`config.mk`:
```
export PLATFORM = sky130hd
export DESIGN_NAME = gbp_pht
export DESIGN_NICKNAME = d
export VERILOG_FILES = /design/src/rtl/gbp_pkg.sv /design/src/rtl/gbp_ram.sv /design/src/rtl/gbp_pht.sv
export SDC_FILE = /design/constraint.sdc
export NUM_CORES = 1
export LEC_CHECK = 0
export BUFFER_PORTS_ARGS = -buffer_cell sky130_fd_sc_hd__buf_2
export CAP_MARGIN = 40
export CORE_MARGIN = 4
export CORE_UTILIZATION = 28
export CTS_BUF_LIST = sky130_fd_sc_hd__clkbuf_8
export DETAILED_ROUTE_END_ITERATION = 10
export GPL_TIMING_DRIVEN = 0
export PLACE_DENSITY = 0.5
export SLEW_MARGIN = 20
export SYNTH_ARGS = -nofsm -noshare
export SYNTH_HDL_FRONTEND = slang
export SYNTH_HIERARCHICAL = 1
export SYNTH_SLANG_ARGS = --single-unit
```
`constraint.sdc`:
```
create_clock -name clock -period 12.08 [get_ports clock]
set_input_delay 1.812 -clock clock [delete_from_list [all_inputs] [get_ports clock]]
set_output_delay 1.812 -clock clock [all_outputs]
set_load 0.03 [all_outputs]
```
`src/rtl/gbp_pkg.sv`:
```
// gbp_pkg: shared sizes, beat and entry types and small helpers for the
// gshare / btb next-pc predictor. Depends on nothing; used by every rtl file but gbp_ram.
`default_nettype none

package gbp_pkg;

   // sizes
   localparam int BTB_INDEX_BITS = 10;
   localparam int HISTORY_BITS   = 8;
   localparam int ADDR_BITS      = 64;
   localparam int CTR_BITS       = 2;
   localparam int BTB_DEPTH      = 1 << BTB_INDEX_BITS;
   localparam int PHT_DEPTH      = 1 << HISTORY_BITS;
   localparam int TAG_BITS       = ADDR_BITS - BTB_INDEX_BITS;
   localparam int CLEAR_BITS     = (BTB_INDEX_BITS > HISTORY_BITS) ?
                                   BTB_INDEX_BITS : HISTORY_BITS;

   typedef logic [ADDR_BITS-1:0]      addr_type;
   typedef logic [BTB_INDEX_BITS-1:0] btb_index_type;
   typedef logic [HISTORY_BITS-1:0]   pht_index_type;
   typedef logic [HISTORY_BITS-1:0]   history_type;
   typedef logic [TAG_BITS-1:0]       tag_type;
   typedef logic [CTR_BITS-1:0]       ctr_type;
   typedef logic [CLEAR_BITS-1:0]     clear_count_type;

   // request codes
   localparam logic REQ_PREDICT = 1'b0;
   localparam logic REQ_UPDATE  = 1'b1;

   // counter constants
   localparam ctr_type CTR_ZERO      = 2'b00;
   localparam ctr_type CTR_STEP      = 2'b01;
   localparam ctr_type CTR_TAKEN_MIN = 2'b10;
   localparam ctr_type CTR_MAX       = 2'b11;

   localparam addr_type PC_STEP = 64'd4;

   // input beat
   typedef struct packed {
      logic     req_type;
      addr_type pc;
      logic     entry_valid;
      logic     is_conditional;
      addr_type resolved_target;
      logic     was_taken;
      logic     is_indirect;
   } req_beat_type;

   // result beat
   typedef struct packed {
      logic     btb_hit;
      logic     pred_taken;
      addr_type next_pc;
   } rsp_beat_type;

   // one btb entry as stored in its ram
   typedef struct packed {
      logic     valid;
      tag_type  tag;
      logic     is_conditional;
      logic     is_indirect;
      addr_type target;
   } btb_entry_type;

   // btb write port
   typedef struct packed {
      logic          en;
      btb_index_type index;
      btb_entry_type entry;
   } btb_write_type;

   // pht training request from the pipeline
   typedef struct packed {
      logic en;
      logic taken;
   } pht_train_type;

   // clearing sweep after reset
   typedef struct packed {
      logic            active;
      clear_count_type count;
   } clear_type;

   function automatic btb_index_type btb_index_of(input addr_type pc);
      return pc[BTB_INDEX_BITS+1:2];
   endfunction

   function automatic tag_type tag_of(input addr_type pc);
      return {pc[ADDR_BITS-1:BTB_INDEX_BITS+2], pc[1:0]};
   endfunction

   function automatic pht_index_type pht_index_of(input addr_type pc,
                                                  input history_type hist);
      return pc[HISTORY_BITS+1:2] ^ hist;
   endfunction

   // saturating 2-bit counter step
   function automatic ctr_type ctr_train(input ctr_type c, input logic taken);
      ctr_type r;
      r = c;
      if (taken) begin
         if (c != CTR_MAX) r = c + CTR_STEP;
      end else begin
         if (c != CTR_ZERO) r = c - CTR_STEP;
      end
      return r;
   endfunction

endpackage

`default_nettype wire

```
`src/rtl/gbp_ram.sv`:
```
// gbp_ram: generic single write port, single read port ram with registered
// read data (old data on a same-address read and write). No dependencies.
`default_nettype none

module gbp_ram #(
   parameter int WIDTH = 8,
   parameter int DEPTH = 16
) (
   input  wire logic                     clock,
   input  wire logic                     wr_en,
   input  wire logic [$clog2(DEPTH)-1:0] wr_addr,
   input  wire logic [WIDTH-1:0]         wr_data,
   input  wire logic [$clog2(DEPTH)-1:0] rd_addr,
   output      logic [WIDTH-1:0]         rd_data
);

   logic [WIDTH-1:0] mem [DEPTH];
   logic [WIDTH-1:0] rd_data_ff;

   // write and registered read
   always_ff @(posedge clock) begin
      if (wr_en) begin
         mem[wr_addr] <= wr_data;
      end
      rd_data_ff <= mem[rd_addr];
   end

   assign rd_data = rd_data_ff;

endmodule

`default_nettype wire

```
`src/rtl/gbp_pht.sv`:
```
// gbp_pht: gshare pattern history table, global history and counter training.
// Depends on gbp_pkg and gbp_ram.
`default_nettype none

module gbp_pht (
   input  wire logic                   clock,
   input  wire logic                   reset,
   input  wire gbp_pkg::addr_type      rd_pc,
   input  wire gbp_pkg::addr_type      s1_pc,
   input  wire gbp_pkg::pht_train_type train,
   input  wire gbp_pkg::clear_type     clear,
   output      gbp_pkg::ctr_type       s1_ctr
);
   import gbp_pkg::*;

   history_type   ghr_ff;
   history_type   ghr_in;
   pht_index_type s1_index;
   pht_index_type wr_index;
   ctr_type       wr_ctr;
   logic          wr_en;
   ctr_type       ram_rd_data;
   logic          fwd_valid_ff;
   pht_index_type fwd_index_ff;
   ctr_type       fwd_ctr_ff;

   // history after this cycle's training, so the next read sees it
   always_comb begin
      if (train.en) begin
         ghr_in = {ghr_ff[HISTORY_BITS-2:0], train.taken};
      end else begin
         ghr_in = ghr_ff;
      end
   end

   assign s1_index = pht_index_of(s1_pc, ghr_ff);

   // forwarded counter of the item in the stage
   always_comb begin
      if (fwd_valid_ff && (fwd_index_ff == s1_index)) begin
         s1_ctr = fwd_ctr_ff;
      end else begin
         s1_ctr = ram_rd_data;
      end
   end

   // write port: clearing sweep or training
   always_comb begin
      if (clear.active) begin
         wr_en    = 1'b1;
         wr_index = clear.count[HISTORY_BITS-1:0];
         wr_ctr   = CTR_ZERO;
      end else begin
         wr_en    = train.en;
         wr_index = s1_index;
         wr_ctr   = ctr_train(s1_ctr, train.taken);
      end
   end

   gbp_ram #(
      .WIDTH(CTR_BITS),
      .DEPTH(PHT_DEPTH)
   ) u_ram (
      .clock  (clock),
      .wr_en  (wr_en),
      .wr_addr(wr_index),
      .wr_data(wr_ctr),
      .rd_addr(pht_index_of(rd_pc, ghr_in)),
      .rd_data(ram_rd_data)
   );

   // history and last write
   always_ff @(posedge clock) begin
      if (reset) begin
         ghr_ff       <= '0;
         fwd_valid_ff <= 1'b0;
      end else begin
         ghr_ff       <= ghr_in;
         fwd_valid_ff <= wr_en;
      end
      fwd_index_ff <= wr_index;
      fwd_ctr_ff   <= wr_ctr;
   end

endmodule

`default_nettype wire

```
# Yosys cells after proc, flatten, opt, wreduce, memory -nomap -nowiden
# Memories as Yosys holds them, arrays and structs flattened. A register that Yosys moved wholly into a read port is not among the register bits.
# Cells that the tools add are included.
[classes]
mux = 10
eq_ne = 2
n_bitwise = 2
add_sub_neg = 2
reduce_logical = 2
[ops]
columns = ["cell", "n"]
rows = [
  ["8-bit two-way mux", 2],
  ["8-bit XOR", 2],
  ["2-bit two-way mux", 5],
  ["8-bit equality test", 1],
  ["1-bit two-way mux", 3],
  ["2-bit by 1-bit adder with 2-bit output, second input constant", 1],
  ["2-bit != test, second input constant", 1],
  ["2-bit nonzero test", 1],
  ["2-bit by 1-bit subtractor with 2-bit output, second input constant", 1],
  ["1-bit logical AND", 1],
]
[word_totals]
ff_bits = 19
inputBits = 143
ram_bits = 512
mem_count = 1
output_inout_bits = 2
[memory_table]
columns = ["memory", "depth", "width", "read_ports", "rd_ports_with_merged_regs", "write_ports", "line", "rtl"]
rows = [
  ["u_ram.mem", 256, 2, 1, 1, 1, "gbp_ram.sv:17", "logic [WIDTH-1:0] mem [DEPTH];"],
]

# Depth between registers and ports, before layout
# Gate-level depths: netlist of the first run.
[logic_depth]
word_depth = 8
ltp_mapped = 14

# Hierarchy
# The synthesis of the first run kept the hierarchy.
[modules_own_cells]
columns = ["mod", "cells_per_inst", "instances", "area_per_inst_um2"]
rows = [
  ["gbp_ram", 1242, 1, 21381.8],
  ["gbp_pht", 90, 1, 1054.8],
]

# Least setup slack after synthesis of the first run
# Ideal clock, no wire load.
[synth_path]
path_type = "input -> register"
start = "in s1_pc[8]"
end = "mem u_ram/mem[0][0] in the netlist's numbering, data pin"
arrival_time_ps = 8894
setup_ps = 1461
path_slack_ps = 1725
path_stages = 5
path_cell_list = "xnor3_1 and4_4 a31o_1 o211ai_1 o21ai_1"
[synth_via]
elab_chain_len = 8
elab_cells_between_ends = 12
cone_classes = "add/sub: 2; eq/ne: 2; mux: 5; bitwise: 1; reduce/logical: 2"
[synth_lines]
columns = ["element", "line", "rtl"]
rows = [
  ["from (decl)", "gbp_pht.sv:9", "input wire gbp_pkg::addr_type s1_pc,"],
  ["8-bit XOR (*)", "gbp_pkg.sv:94", "return pc[HISTORY_BITS+1:2] ^ hist;"],
  ["8-bit equality test (*)", "gbp_pht.sv:40", "if (fwd_valid_ff && (fwd_index_ff == s1_index)) begin"],
  ["1-bit logical AND (*)", "gbp_pht.sv:40", ""],
  ["2-bit two-way mux (*)", "gbp_pht.sv:40", ""],
  ["2-bit by 1-bit subtractor with 2-bit output (tied with other cells)", "gbp_pkg.sv:104", "if (c != CTR_ZERO) r = c - CTR_STEP;"],
  ["2-bit two-way mux, on equally long branches", "gbp_pkg.sv:104, gbp_pkg.sv:102", ""],
  ["2-bit two-way mux (*)", "gbp_pkg.sv:101", "if (taken) begin"],
  ["2-bit two-way mux (*)", "gbp_pht.sv:49", "if (clear.active) begin"],
  ["named net wr_ctr[0]", "gbp_pht.sv:20", "ctr_type wr_ctr;"],
  ["to (decl)", "gbp_ram.sv:17", ""],
]
# The timed path passes the listed nets; every way through them passes the cells marked *.

# Worst setup path in the final report of the first run
[layout_path]
start = "in train[1] in the netlist's numbering"
end = "reg u_ram.rd_data_ff[0], in the netlist u_ram/rd_data[0], read port of u_ram.mem"
[layout_via]
elab_chain_len = 2
[layout_lines]
columns = ["element", "line", "rtl"]
rows = [
  ["from (decl)", "gbp_pht.sv:10", "input wire gbp_pkg::pht_train_type train,"],
  ["8-bit two-way mux", "gbp_pht.sv:29", "if (train.en) begin"],
  ["8-bit XOR", "gbp_pkg.sv:94", ""],
  ["to (decl)", "gbp_ram.sv:18", "logic [WIDTH-1:0] rd_data_ff;"],
]
# No other way between the ends.
# A chain may end at the register's enable or synchronous reset.

==> run summary, run 1 <==
The run finished with clean final reports. The run gives 3 as the initial antenna violation count. The run gives 0.143 as the combinational fraction of design power.

Type of the tightest min-delay check: reg2reg. The overall fraction of global-route tracks in use was 0.158. Summing all multi-input logic gate instances after layout gives 6020 um2. The number of H-tree levels is 3, and the count of cells along the worst register-to-register path is 11. After synthesis, the cell types taking the most area are sky130_fd_sc_hd__edfxtp_1, sky130_fd_sc_hd__mux4_2, sky130_fd_sc_hd__nor2_1.

The relative contribution of the clock network to total power is 0.343, and the portion of total power attributed to sequential cells is 0.514. The run gives 0.391 as the headroom to the max-slew limit. For the worst setup path, the data required time is 12.57 ns.

The count of buffers inserted at the top-level ports works out to 28. The worst setup path category was in2reg. The area growth from synthesis to layout is 16.5%. The max-capacitance violation count is 0, and the count of distinct cell types in the synthesized netlist is 64. The congestion estimate from routability-driven global placement came to 0.830. In this run the post-CTS setup repair buffer count came out at 0. The detailed router's first-iteration violation count was 1271; the average size of a mapped cell was 16.8 um2. The total clock buffers created by CTS came out at 87. The number of buffers on the longest clock path is 3, and the final global-route overflow total is 0. Gates resized during post-CTS repair numbered 0. The total net switching power came out at 1.08 mW. Using the TritonRoute via totals, the vias-per-cell ratio works out to 5.02. The number of nets in the final layout was 1625; the height of the die was 291 um.

The final number of setup-violating endpoints was 0; the via count was 13100. After synthesis the netlist holds a flip-flop and latch count of 533. After legalization and detailed placement, the total HPWL measured 47.0 mm. The number of sinks on the clock net was 533; the number of nets still failing antenna checks after routing was 0. The floorplan has 103 rows. The first global-routing pass estimated 96.0 mm of wire. In this run the static leakage power is 8.49 nW. Across all hold checks on the routed design, the worst slack comes to 0.603 ns. The post-detailed-route wirelength per cell is 26.1 um. TritonCTS built the clock tree. After detailed routing, the number of remaining DRC violations is 0.

The share of the synthesized area in the top cell type came out at 0.685. Fraction of the mapped netlist area in compound gates: 0.0398. The arithmetic-cell share of the synthesized area counting full adders, half adders and majority gates was 0.

Entering global routing, the biggest net connects 34 pins. The share of synthesized registers carrying an async set or reset is 0. The logs give 84700 um2 for the full die area and 5 for the total iterations of the first detailed-routing run. The filler cells instantiated in the layout total 7687. The combined flip-flop and latch cell area is 15800 um2.

The nature of the critical path startpoint is a primary input. The power per standard cell area was 158 nW/um2; the slew at the pin with the worst max-slew slack was 0.911 ns. The tools report the maximum operating frequency as 178 MHz. The share of the cycle needed by the critical path after routing came out at 0.465. The tools report the number of global-route vias before repair as 13500. On the final layout, the worst clock skew is 0.0404 ns. The critical-path maximum fanout is 10, and the hold-fix buffer count after cts is 0.

Internal power comes to 3.03 mW. The region available for standard cell placement spans 79300 um2. The multiplexer share of the synthesized area was 0.145. For the worst supply voltage drop on vdd, the log shows 0.0881 mV.

The post-synthesis cell count is 1332. The most common cell in the synthesized netlist is sky130_fd_sc_hd__edfxtp_1. The simple-gate portion of the synthesized area is 0.0686, and the latest clock arrival within the worst-skew pair is 0.68 ns. The sequential cell area fraction in the yosys report is 0.704. Among all flip-flop cells after synthesis, the most frequent one is sky130_fd_sc_hd__edfxtp_1. The hold violation total from the final report is 0.

The horizontal die dimension came out at 291 um. The synthesized design spends more area on one cell type than any other, namely sky130_fd_sc_hd__edfxtp_1. The sort of element at the end of the critical path is a register. The fraction of layout cells with a size suffix above 1 was 0.204. The switching power share of the total works out to 0.263. The synthesized-area fraction occupied by xor and xnor cells is 0.0143.

Counting every net in the synthesized netlist gives 1475. Wires add up to 67.8 mm. Summing every instance area after synthesis gives 22400 um2. Clock-pin slew was measured on the worst setup and hold paths at 0.05 ns.

The number of warnings reported in the yosys synthesis log was 6; the critical path arrival was 6.11 ns. After synthesis, the most frequently instantiated cells are sky130_fd_sc_hd__edfxtp_1, sky130_fd_sc_hd__nor2_1, sky130_fd_sc_hd__mux4_2, sky130_fd_sc_hd__mux2i_1, sky130_fd_sc_hd__clkbuf_1. The dominant combinational cell family by area after synthesis is multiplexers.

For the number of slew-limit violations in the final report, the log shows 0. The initial core utilization was 0.283. Setup repair after global routing left no endpoint under its margin. The smallest clock period supported by the final layout is computed as 5.62 ns. During I/O placement, the number of pins put on the boundary was 145. Counting flops with a built-in enable in the synthesized netlist gives 512. The worst hold path depth came out at 2.

The cell sitting at the root of the clock tree is a sky130_fd_sc_hd__clkbuf_8. The core utilization of the finished layout came out at 0.330.
-- critical path, cell delays in order --
cell and delay [ns]:
sky130_fd_sc_hd__clkbuf_1 0.46, sky130_fd_sc_hd__mux2i_1 0.21, sky130_fd_sc_hd__xnor2_1 0.39, sky130_fd_sc_hd__buf_4 0.24, sky130_fd_sc_hd__buf_2 0.38, sky130_fd_sc_hd__nand3_1 0.67, sky130_fd_sc_hd__buf_2 0.50, sky130_fd_sc_hd__o22ai_1 0.25
sky130_fd_sc_hd__a2111oi_0 0.11, sky130_fd_sc_hd__o21ai_1 0.27, sky130_fd_sc_hd__a31oi_1 0.28, sky130_fd_sc_hd__a211oi_2 0.50
-- layer usage --
layer / vias to the layer above / track usage / wire length [um]
li1: 5554 / - / -
met1: 6808 / 0.205 / 27700
met2: 593 / 0.256 / 32300
met3: 111 / 0.0352 / 5340
met4: 0 / 0.0636 / 2420
met5: - / 0 / 0
-- power groups by stage --
stage / logic (mW) / clock network (mW) / registers (mW)
2_1_floorplan: 0.303 / 0 / 2.19
3_3_place_gp: 0.502 / 0 / 2.23
3_5_place_dp: 0.590 / 0 / 2.15
4_1_cts: 0.590 / 1.45 / 2.12
5_1_grt: 0.615 / 1.55 / 2.11
6_report: 0.588 / 1.41 / 2.12
-- final cells by class --
| type | count | area share |
|---|---|---|
| Antenna cell | 1 | 0.0000958 |
| Buffer | 92 | 0.0238 |
| Clock buffer | 88 | 0.0464 |
| Clock inverter | 70 | 0.0124 |
| Inverter | 9 | 0.00134 |
| Multi-Input combinational cell | 698 | 0.230 |
| Sequential cell | 533 | 0.604 |
| Tap cell | 1050 | 0.0503 |
| Timing Repair Buffer | 61 | 0.0311 |
-- cell usage in the layout (no fill, tap or decap), types with 5 or more instances in the layout --
cell,netlist,final
sky130_fd_sc_hd__o21ai_1,8,7
sky130_fd_sc_hd__buf_4,2,5
sky130_fd_sc_hd__o21ai_0,10,10
sky130_fd_sc_hd__clkinv_2,0,14
sky130_fd_sc_hd__xor2_1,8,8
sky130_fd_sc_hd__nand3_1,28,28
sky130_fd_sc_hd__buf_6,10,17
sky130_fd_sc_hd__clkbuf_1,54,44
sky130_fd_sc_hd__mux2i_1,69,69
sky130_fd_sc_hd__a211oi_1,10,10
sky130_fd_sc_hd__inv_1,5,41
sky130_fd_sc_hd__mux2_2,8,8
sky130_fd_sc_hd__clkbuf_2,0,10
sky130_fd_sc_hd__dfxtp_1,21,21
sky130_fd_sc_hd__nor2b_1,12,12
sky130_fd_sc_hd__clkinv_1,0,15
sky130_fd_sc_hd__mux2_1,8,8
sky130_fd_sc_hd__buf_2,10,38
sky130_fd_sc_hd__nor2_1,276,276
sky130_fd_sc_hd__buf_12,8,8
sky130_fd_sc_hd__clkbuf_8,0,88
sky130_fd_sc_hd__o221ai_1,16,16
sky130_fd_sc_hd__a21oi_1,10,10
sky130_fd_sc_hd__a2111oi_0,6,6
sky130_fd_sc_hd__o22ai_1,7,7
sky130_fd_sc_hd__edfxtp_1,512,512
sky130_fd_sc_hd__mux4_1,20,20
sky130_fd_sc_hd__nand4_1,11,11
sky130_fd_sc_hd__xnor3_1,8,8
sky130_fd_sc_hd__nand2_1,30,30
sky130_fd_sc_hd__buf_8,2,7
sky130_fd_sc_hd__a22o_1,8,8
sky130_fd_sc_hd__xnor2_1,8,8
sky130_fd_sc_hd__buf_16,0,18
sky130_fd_sc_hd__a221oi_1,7,7
sky130_fd_sc_hd__mux4_2,82,82
-- sequential cells by signal (all words and copies together), names as in the netlist --
name / count
fwd_valid_ff: 1
u_ram/mem: 512
u_ram/rd_data: 2
ghr_ff: 8
fwd_ctr_ff: 2
fwd_index_ff: 8
-- path summary, 6_finish.rpt --
check | to | start | slack, ns
setup / recovery | u_ram/rd_data[0]$_DFF_P_ | train[1] | 6.46
hold reg to reg | ghr_ff[7]$_SDFF_PP0_ | ghr_ff[7]$_SDFF_PP0_ | 0.60
hold / removal | ghr_ff[7]$_SDFF_PP0_ | ghr_ff[7]$_SDFF_PP0_ | 0.60
setup reg to reg | u_ram/rd_data[0]$_DFF_P_ | ghr_ff[3]$_SDFF_PP0_ | 7.73
-- cell families after synthesis --
group,Yosys count
AND/OR/NAND/NOR,372
AO/OA/AOI/OAI,115
flip-flops,533
XOR/XNOR,24
buffers and inverters,101
multiplexers,187
-- per-stage QoR --
stage                     total power, mW  cell area [um2]  setup WS [ns]  TNS [ns]  instances
after CTS                            4.16            26100           6.54         0       2601
after global placement               2.73            23900          -5.25  -1341.33       2410
after global routing                 4.28            26100           6.45         0       2602
final                                4.12            26100           6.46         0       2602
after detailed placement             2.74            24600           5.81         0       2443
after floorplan                      2.49            22400           1.73         0       1332
Note: power is estimated with default switching activity, not from simulation.
==> run 2: changes to the inputs <==
- PLACE_DENSITY: 0.5 -> 0.51
- clock period: 12.08 -> 4.8 ns (I/O delays scaled with it)
==> run 2 against run 1 <==
Effect of this change: utilization up 0.14 points; sequential share of layout area down 0.26 points; sequential power rose to 2.5 times the previous value; register-to-register slack worse by 7.2 ns; worst hold slack worse by 0.31 ns; global-route usage about the same; highest routed layer is now met5.
==> run summary, run 2 (synthesis results as in run 1) <==
The critical register-to-register path endpoint is u_ram/rd_data[1]$_DFF_P_. On the critical path the largest part of the delay comes from buffers and inverters. The overall fraction of global-route tracks in use was 0.158 (about the same). For the core box area, the log shows 79300 um2 (unchanged). Initial core utilization: 0.283 (unchanged).

Traced cell by cell, the critical path runs through clkbuf_1, mux2i_1, xnor2_1, buf_4, buf_2, nand3_1, buf_2, o22ai_1, a2111oi_0, o21ai_0, a31oi_1, a311oi_2. Relative to the synthesized area, the layout overhead comes to 17.0%. The latest clock arrival within the worst-skew pair was 0.67 ns (about the same); the via count was 13000 (-0.60%). Cell count after placement: 2444 (+0.041%).

Height of the die: 291 um (unchanged). The total net switching power is 2.77 mW (+160%). Sort of element at the end of the critical path: a register. The type of the tightest min-delay check is in2reg. The tools report the number of gates given a new drive strength after cts as 0 (unchanged). The cell seen most often among critical-path stages is sky130_fd_sc_hd__buf_2. Data required time of the worst path: 5.30 ns (-7.27 ns). Cell with the biggest individual delay on the critical path: sky130_fd_sc_hd__nand3_1. The critical path arrival was 4.94 ns (-1.17 ns); the per-cell via count in the routed design was 4.97 (-0.95%). The core utilization of the finished layout is 0.331 (+0.00144), and the power per standard cell area is 401 nW/um2 (+150%). The run gives 0 (unchanged) as the final number of setup-violating endpoints. Post-route non-filler standard cell count: 2611 (+0.35%).

The full die area came out at 84700 um2 (unchanged). The flip-flop count of the largest register, all copies and words added works out to 512 (unchanged). The share of the cycle needed by the critical path after routing works out to 0.925.

The root buffer cell chosen for the clock tree is sky130_fd_sc_hd__clkbuf_8. The routed wire length is 68.0 mm (+0.22%), and the slew at the pin with the worst max-slew slack is 0.904 ns (-0.00749 ns). The detailed router's first-iteration violation count was 1360 (+7.0%); the number of buffers on the longest clock path was 3 (unchanged). The post-detailed-route DRC marker count was 0 (unchanged); the first-pass GRT wire length was 96.4 mm (+0.47%).

The worst setup path category was in2reg. Switching power share of the total: 0.263 (about the same). The logs give 533 (unchanged) for the number of sinks on the clock net and 0 (unchanged) for the hold-fix buffer count after cts. The placer's final routability congestion estimate was 0.847 (+2.0%); the clock slew at the register clock pins of the worst setup and hold paths was 0.06 ns (about the same). Derived from the worst setup path, the maximum achievable clock frequency is 225 MHz. The sum of negative setup slack is 0 ns (unchanged), and the horizontal die dimension is 291 um (unchanged). The logs give 35 (+2.9%) for the pin count of the biggest net entering global routing and 0.362 ns (-6.10 ns) for the post-route worst setup slack. Count of cells along the worst register-to-register path: 11 (unchanged).

The library cell used most frequently in the layout, excluding fill and tap cells, is sky130_fd_sc_hd__edfxtp_1. The run gives 0 (unchanged) as the post-CTS setup buffer count. The cell area after placement was 24600 um2 (about the same); the count of buffers inserted at the top-level ports was 28 (unchanged). The register ranked first by flip-flop count was u_ram/mem.

Final critical delay including setup and external delays: 4.44 ns. In this run the critical register-to-register path is launched from ghr_ff[3]$_SDFF_PP0_. The sum of net half-perimeters after detailed placement was 46.9 mm (-0.29%); the total clock buffers created by CTS was 89 (+2.3%).

The run gives 3 (unchanged) as the initial antenna violation count. The top cell types in the final layout, fill and taps aside, are sky130_fd_sc_hd__edfxtp_1, sky130_fd_sc_hd__nor2_1, sky130_fd_sc_hd__clkbuf_8. The number of gates on the worst path with buffers counted works out to 12 (unchanged).

The clock skew after layout is 0.0231 ns (-0.0173 ns), and the fraction of layout cells with a size suffix above 1 is 0.212 (+0.00780). The slack of the worst reg-to-reg path came out at 0.52 ns (-7.21 ns). The tools report the design internal power as 7.75 mW (+160%).

The tools report the relative contribution of the clock network to total power as 0.353 (+0.010). The number of slew-limit violations in the final report was 0 (unchanged). The leakage power summed over all cells was 8.53 nW (+0.47%); the hold slack was 0.293 ns (-0.310 ns). The run gives 0.506 (-0.008) as the portion of total power attributed to sequential cells. Setup repair after global routing left no endpoint under its margin. TritonCTS built the clock tree. The run finished with clean final reports.

The final global-route overflow total was 0 (unchanged). The post-detailed-route wirelength per cell was 26.0 um (-0.12%); the total power was 10.5 mW (+160%). The buffering stage count on the worst path with inverters included is 4 (unchanged). In the final layout, the registers with the most flip-flops are u_ram/mem (512), fwd_index_ff (8), ghr_ff (8). Hold violation total from the final report: 0 (unchanged). The number of nets still failing antenna checks after routing came out at 0 (unchanged).

The pre-CTS setup slack came out at -0.350 ns (-6.16 ns). The floorplan row count came out at 103 (unchanged). The tools report the combinational fraction of design power as 0.141 (-0.002).

The max-capacitance violation count is 0 (unchanged), and the worst stage delay on the critical path is 0.61 ns (-0.06 ns). The number of nets in the final layout is 1628 (+0.18%). The run gives 5 (unchanged) as the total iterations of the first detailed-routing run.

Following the worst setup path forward leads to its endpoint at u_ram/rd_data[1]$_DFF_P_. STA classifies the critical path startpoint as a primary input. The worst supply voltage drop on vdd was 0.201 mV (+130%); the final cell area excluding filler cells was 26200 um2 (+0.44%).

The headroom to the max-slew limit is 0.396 (+0.00501), and the number of global-route vias before repair is 13600 (+0.88%). The I/O pin count was 145 (unchanged). The tools report the timing startpoint of the critical path as train[1].

The number of H-tree levels is 3 (unchanged). The number of fill cells was 7704 (+0.22%); the critical-path maximum fanout was 10 (unchanged).
## run 2: cell count changes in the layout (fill, tap and decap cells not counted), sizes merged
cell / delta
clkinvlp: -1
inv: -10
clkbuf: +10
buf: +1
bufinv: -1
clkinv: +10
## run 2: per-layer routing
| metal | vias up | wire [um] | GRT usage |
|---|---|---|---|
| met1 | 6738 | 27500 | 0.202 |
| met3 | 133 | 5240 | 0.0349 |
| met4 | 2 | 2820 | 0.0710 |
| met2 | 555 | 32400 | 0.257 |
| li1 | 5559 | - | - |
| met5 | - | 13 | 0 |
## run 2: power by group through the flow
stage                     combinational, mW  sequential (mW)  clock (mW)
after floorplan                       0.766             5.45           0
after global placement                 1.26             5.49           0
after detailed placement               1.48             5.42           0
after CTS                              1.49             5.32        3.82
after global routing                   1.56             5.32        4.03
final                                  1.48             5.32        3.71
## run 2: cell type report
| class | count | area (um2) | area share |
|---|---|---|---|
| Sequential cell | 533 | 15800 | 0.602 |
| Multi-Input combinational cell | 698 | 6020 | 0.229 |
| Clock buffer | 98 | 1350 | 0.0514 |
| Tap cell | 1050 | 1310 | 0.0501 |
| Timing Repair Buffer | 62 | 820 | 0.0312 |
| Buffer | 92 | 622 | 0.0237 |
| Clock inverter | 68 | 292 | 0.0111 |
| Inverter | 9 | 35.0 | 0.00133 |
| Antenna cell | 1 | 2.50 | 0.0000954 |
## run 2: how the worst min path moves through the flow
stage / from / endpoint / depth (start not counted)
finish: clear[1] / fwd_index_ff[1]$_DFF_P_ / 2
global route: clear[0] / fwd_index_ff[0]$_DFF_P_ / 2
CTS: clear[0] / fwd_index_ff[0]$_DFF_P_ / 2
detailed placement: ghr_ff[7]$_SDFF_PP0_ / ghr_ff[7]$_SDFF_PP0_ / 2
global placement: ghr_ff[7]$_SDFF_PP0_ / ghr_ff[7]$_SDFF_PP0_ / 2
floorplan: ghr_ff[7]$_SDFF_PP0_ / ghr_ff[7]$_SDFF_PP0_ / 2
==> run 3: changes to the inputs <==
- PLACE_DENSITY: 0.51 -> 0.43
- clock period: 4.8 -> 4.5 ns (I/O delays scaled with it)
==> run 3 against run 2 <==
Effect of this change: wire length rose by 5.7%; critical endpoint unchanged; largest cell class unchanged; sequential power rose by 6.8%; clock power is 5.9% higher; non-clock buffer count shrank 5.
==> run summary, run 3 (synthesis results as in run 1) <==
The run finished with clean final reports. Placer's final routability congestion estimate: 0.811 (-4.2%). The library cell used most frequently in the layout, excluding fill and tap cells, is sky130_fd_sc_hd__edfxtp_1.

The total length of routed met2 wires was 35.0 mm (+8.1%); the number of sinks on the clock net was 533 (unchanged). The power per standard cell area was 428 nW/um2 (+6.9%). In the final layout, the registers with the most flip-flops are u_ram/mem (512), fwd_index_ff (8), ghr_ff (8). The tools report the max-capacitance violation count as 0 (unchanged). The post-CTS setup buffer count was 0 (unchanged); the hold slack was 0.237 ns (-0.0558 ns).

The tools report the slack of the worst reg-to-reg path as 0.25 ns (-0.27 ns). The I/O pin count was 145 (unchanged); the per-cell via count in the routed design was 4.99 (+0.35%). The logs give 0.143 (+0.002) for the combinational fraction of design power and 4.87 ns (-0.07 ns) for the critical path arrival. The post-detailed-route DRC marker count was 0 (unchanged). The logs give 0.447 (+0.0504) for the headroom to the max-slew limit and 0.507 (about the same) for the portion of total power attributed to sequential cells.

The height of the die is 291 um (unchanged), and the number of gates given a new drive strength after cts is 0 (unchanged). The run gives 0 (unchanged) as the final global-route overflow total. The total iterations of the first detailed-routing run was 7 (+2); the number of buffers on the longest clock path was 3 (unchanged).

The fraction of layout cells with a size suffix above 1 was 0.209 (-0.00251). The overall fraction of global-route tracks in use came out at 0.167 (+0.00974). The worst hold path begins at clear[1]. The detailed router's first-iteration violation count was 1268 (-6.8%). The final number of setup-violating endpoints came out at 0 (unchanged).

The horizontal die dimension works out to 291 um (unchanged). From synthesis to final layout, the design area changed by 16.6%. The core box area was 79300 um2 (unchanged); the number of slew-limit violations in the final report was 0 (unchanged). The sum of net half-perimeters after detailed placement was 49.3 mm (+5.2%); the number of fill cells was 7759 (+0.71%). Total clock buffers created by CTS: 89 (unchanged). The highest metal layer carrying signal wires in the routed design is met4.

The run gives 0.219 mV (+8.7%) as the worst supply voltage drop on vdd. The share of the cycle needed by the critical path after routing was 0.968. The hold-fix buffer count after cts is 0 (unchanged). The type of the tightest min-delay check is in2reg. Derived from the worst setup path, the maximum achievable clock frequency is 230 MHz. For the latest clock arrival within the worst-skew pair, the log shows 0.69 ns (+0.02 ns).

The routed wire length is 71.8 mm (+5.7%), and the final critical delay including setup and external delays is 4.36 ns. The run gives 11.2 mW (+6.5%) as the total power. The count of buffers inserted at the top-level ports came out at 28 (unchanged).

The top cell types in the final layout, fill and taps aside, are sky130_fd_sc_hd__edfxtp_1, sky130_fd_sc_hd__nor2_1, sky130_fd_sc_hd__clkbuf_8. The routed metal-1 wirelength was 30.9 mm (+12%). More flip-flops sit in one register than any other, and that register is u_ram/mem.

The endpoint identified for the worst register-to-register timing path is u_ram/rd_data[1]$_DFF_P_. The tools report the number of nets in the final layout as 1623 (-0.31%). The post-detailed-route wirelength per cell works out to 27.6 um (+6.0%).

Hold violation total from the final report: 0 (unchanged). Initial antenna violation count: 1 (-2). The slew at the pin with the worst max-slew slack was 0.828 ns (-0.0760 ns). The switching power share of the total is 0.265 (+0.00201). The combined flip-flop and latch cell area was 15800 um2 (unchanged); the count of cells along the worst register-to-register path was 11 (unchanged). The tools report the total net switching power as 2.97 mW (+7.4%).

The path with the worst hold slack has its endpoint at fwd_index_ff[1]$_DFF_P_. The clock root buffer is sky130_fd_sc_hd__clkbuf_8. The sort of element at the end of the critical path was a register. The floorplan row count was 103 (unchanged). The pin count of the biggest net entering global routing is 35 (unchanged), and the number of H-tree levels is 3 (unchanged). The clock slew at the register clock pins of the worst setup and hold paths was 0.06 ns (about the same). Setup repair after global routing left no endpoint under its margin.

The tools report the number of global-route vias before repair as 13700 (+0.81%). The tools report the number of nets still failing antenna checks after routing as 0 (unchanged). Nature of the critical path startpoint: a primary input. The clock skew after layout came out at 0.0323 ns (+0.00918 ns). The area taken by multi-input logic gates was 6030 um2 (+0.19%). The leakage power summed over all cells came out at 8.46 nW (-0.76%). TritonCTS built the clock tree. The first-pass GRT wire length came out at 101 mm (+5.2%). The amount of wire on met3 after detailed routing is 4.07 mm (-22%), and the critical-path maximum fanout is 10 (unchanged). The flip-flop count of the largest register, all copies and words added is 512 (unchanged). The startpoint identified for the worst register-to-register timing path is ghr_ff[2]$_SDFF_PP0_. The worst hold path depth is 2 (unchanged), and the via count is 13000 (+0.0077%).

The run gives 84700 um2 (unchanged) as the full die area. The worst setup path category was in2reg. The run gives 0.283 (unchanged) as the initial core utilization. The relative contribution of the clock network to total power is 0.350 (-0.003), and the design internal power is 8.24 mW (+6.2%). The data required time of the worst path came out at 5.02 ns (-0.28 ns).
## run 3: cell count changes in the layout (fill, tap and decap cells not counted), sizes merged
| cell | before | now |
|---|---|---|
| buf | 97 | 92 |
| clkbuf | 154 | 149 |
| inv | 35 | 32 |
| bufinv | 0 | 1 |
| clkinv | 39 | 40 |
| clkinvlp | 3 | 4 |
| diode | 1 | 2 |
## run 3: area by class of cell
class	count	area share
Antenna cell	2	0.000191
Clock inverter	68	0.0120
Clock buffer	93	0.0489
Tap cell	1050	0.0502
Multi-Input combinational cell	698	0.230
Buffer	92	0.0241
Timing Repair Buffer	57	0.0291
Inverter	9	0.00134
Sequential cell	533	0.604
## run 3: power groups by stage
stage	logic [mW]	clock network, mW	registers, mW
global placement	1.40	0	5.87
floorplan	0.822	0	5.82
detailed placement	1.62	0	5.78
finish	1.60	3.93	5.68
global route	1.69	4.30	5.68
CTS	1.62	4.05	5.68
## run 3: how the worst max path moves through the flow
stage	from	end	cells past startpoint
finish	train[1]	u_ram/rd_data[1]$_DFF_P_	12
detailed placement	train[1]	u_ram/rd_data[1]$_DFF_P_	12
global placement	s1_pc[8]	u_ram/mem[78][0]$_DFFE_PP_	6
CTS	train[1]	u_ram/rd_data[1]$_DFF_P_	12
global route	train[1]	u_ram/rd_data[1]$_DFF_P_	12
floorplan	s1_pc[8]	u_ram/mem[0][1]$_DFFE_PP_	5
## run 3: metal layers
metal | track usage | up-vias
met5 | 0 | -
met4 | 0.0497 | 0
met3 | 0.0299 | 98
met2 | 0.280 | 396
met1 | 0.223 | 6934
li1 | - | 5560
## run 3: stage by stage
stage          setup TNS (ns)  setup slack (ns)  instance area (um2)   util  instances
6_report                    0             0.143                26200  0.330       2602
5_1_grt                     0            0.0455                26200  0.330       2601
4_1_cts                     0            0.0772                26100  0.330       2599
3_5_place_dp            -1.31            -0.657                24600  0.310       2438
3_3_place_gp         -1503.41             -2.94                23900  0.302       2410
2_1_floorplan               0           0.00666                22500      -       1332
## run 3: worst max-delay path, cell delays in order
cell,delay (ns)
sky130_fd_sc_hd__clkbuf_1,0.46
sky130_fd_sc_hd__mux2i_1,0.21
sky130_fd_sc_hd__xnor2_1,0.37
sky130_fd_sc_hd__buf_4,0.24
sky130_fd_sc_hd__buf_2,0.37
sky130_fd_sc_hd__nand3_1,0.69
sky130_fd_sc_hd__buf_2,0.50
sky130_fd_sc_hd__o22ai_1,0.20
sky130_fd_sc_hd__a2111oi_0,0.10
sky130_fd_sc_hd__o21ai_0,0.28
sky130_fd_sc_hd__a31oi_1,0.26
sky130_fd_sc_hd__a311oi_2,0.48
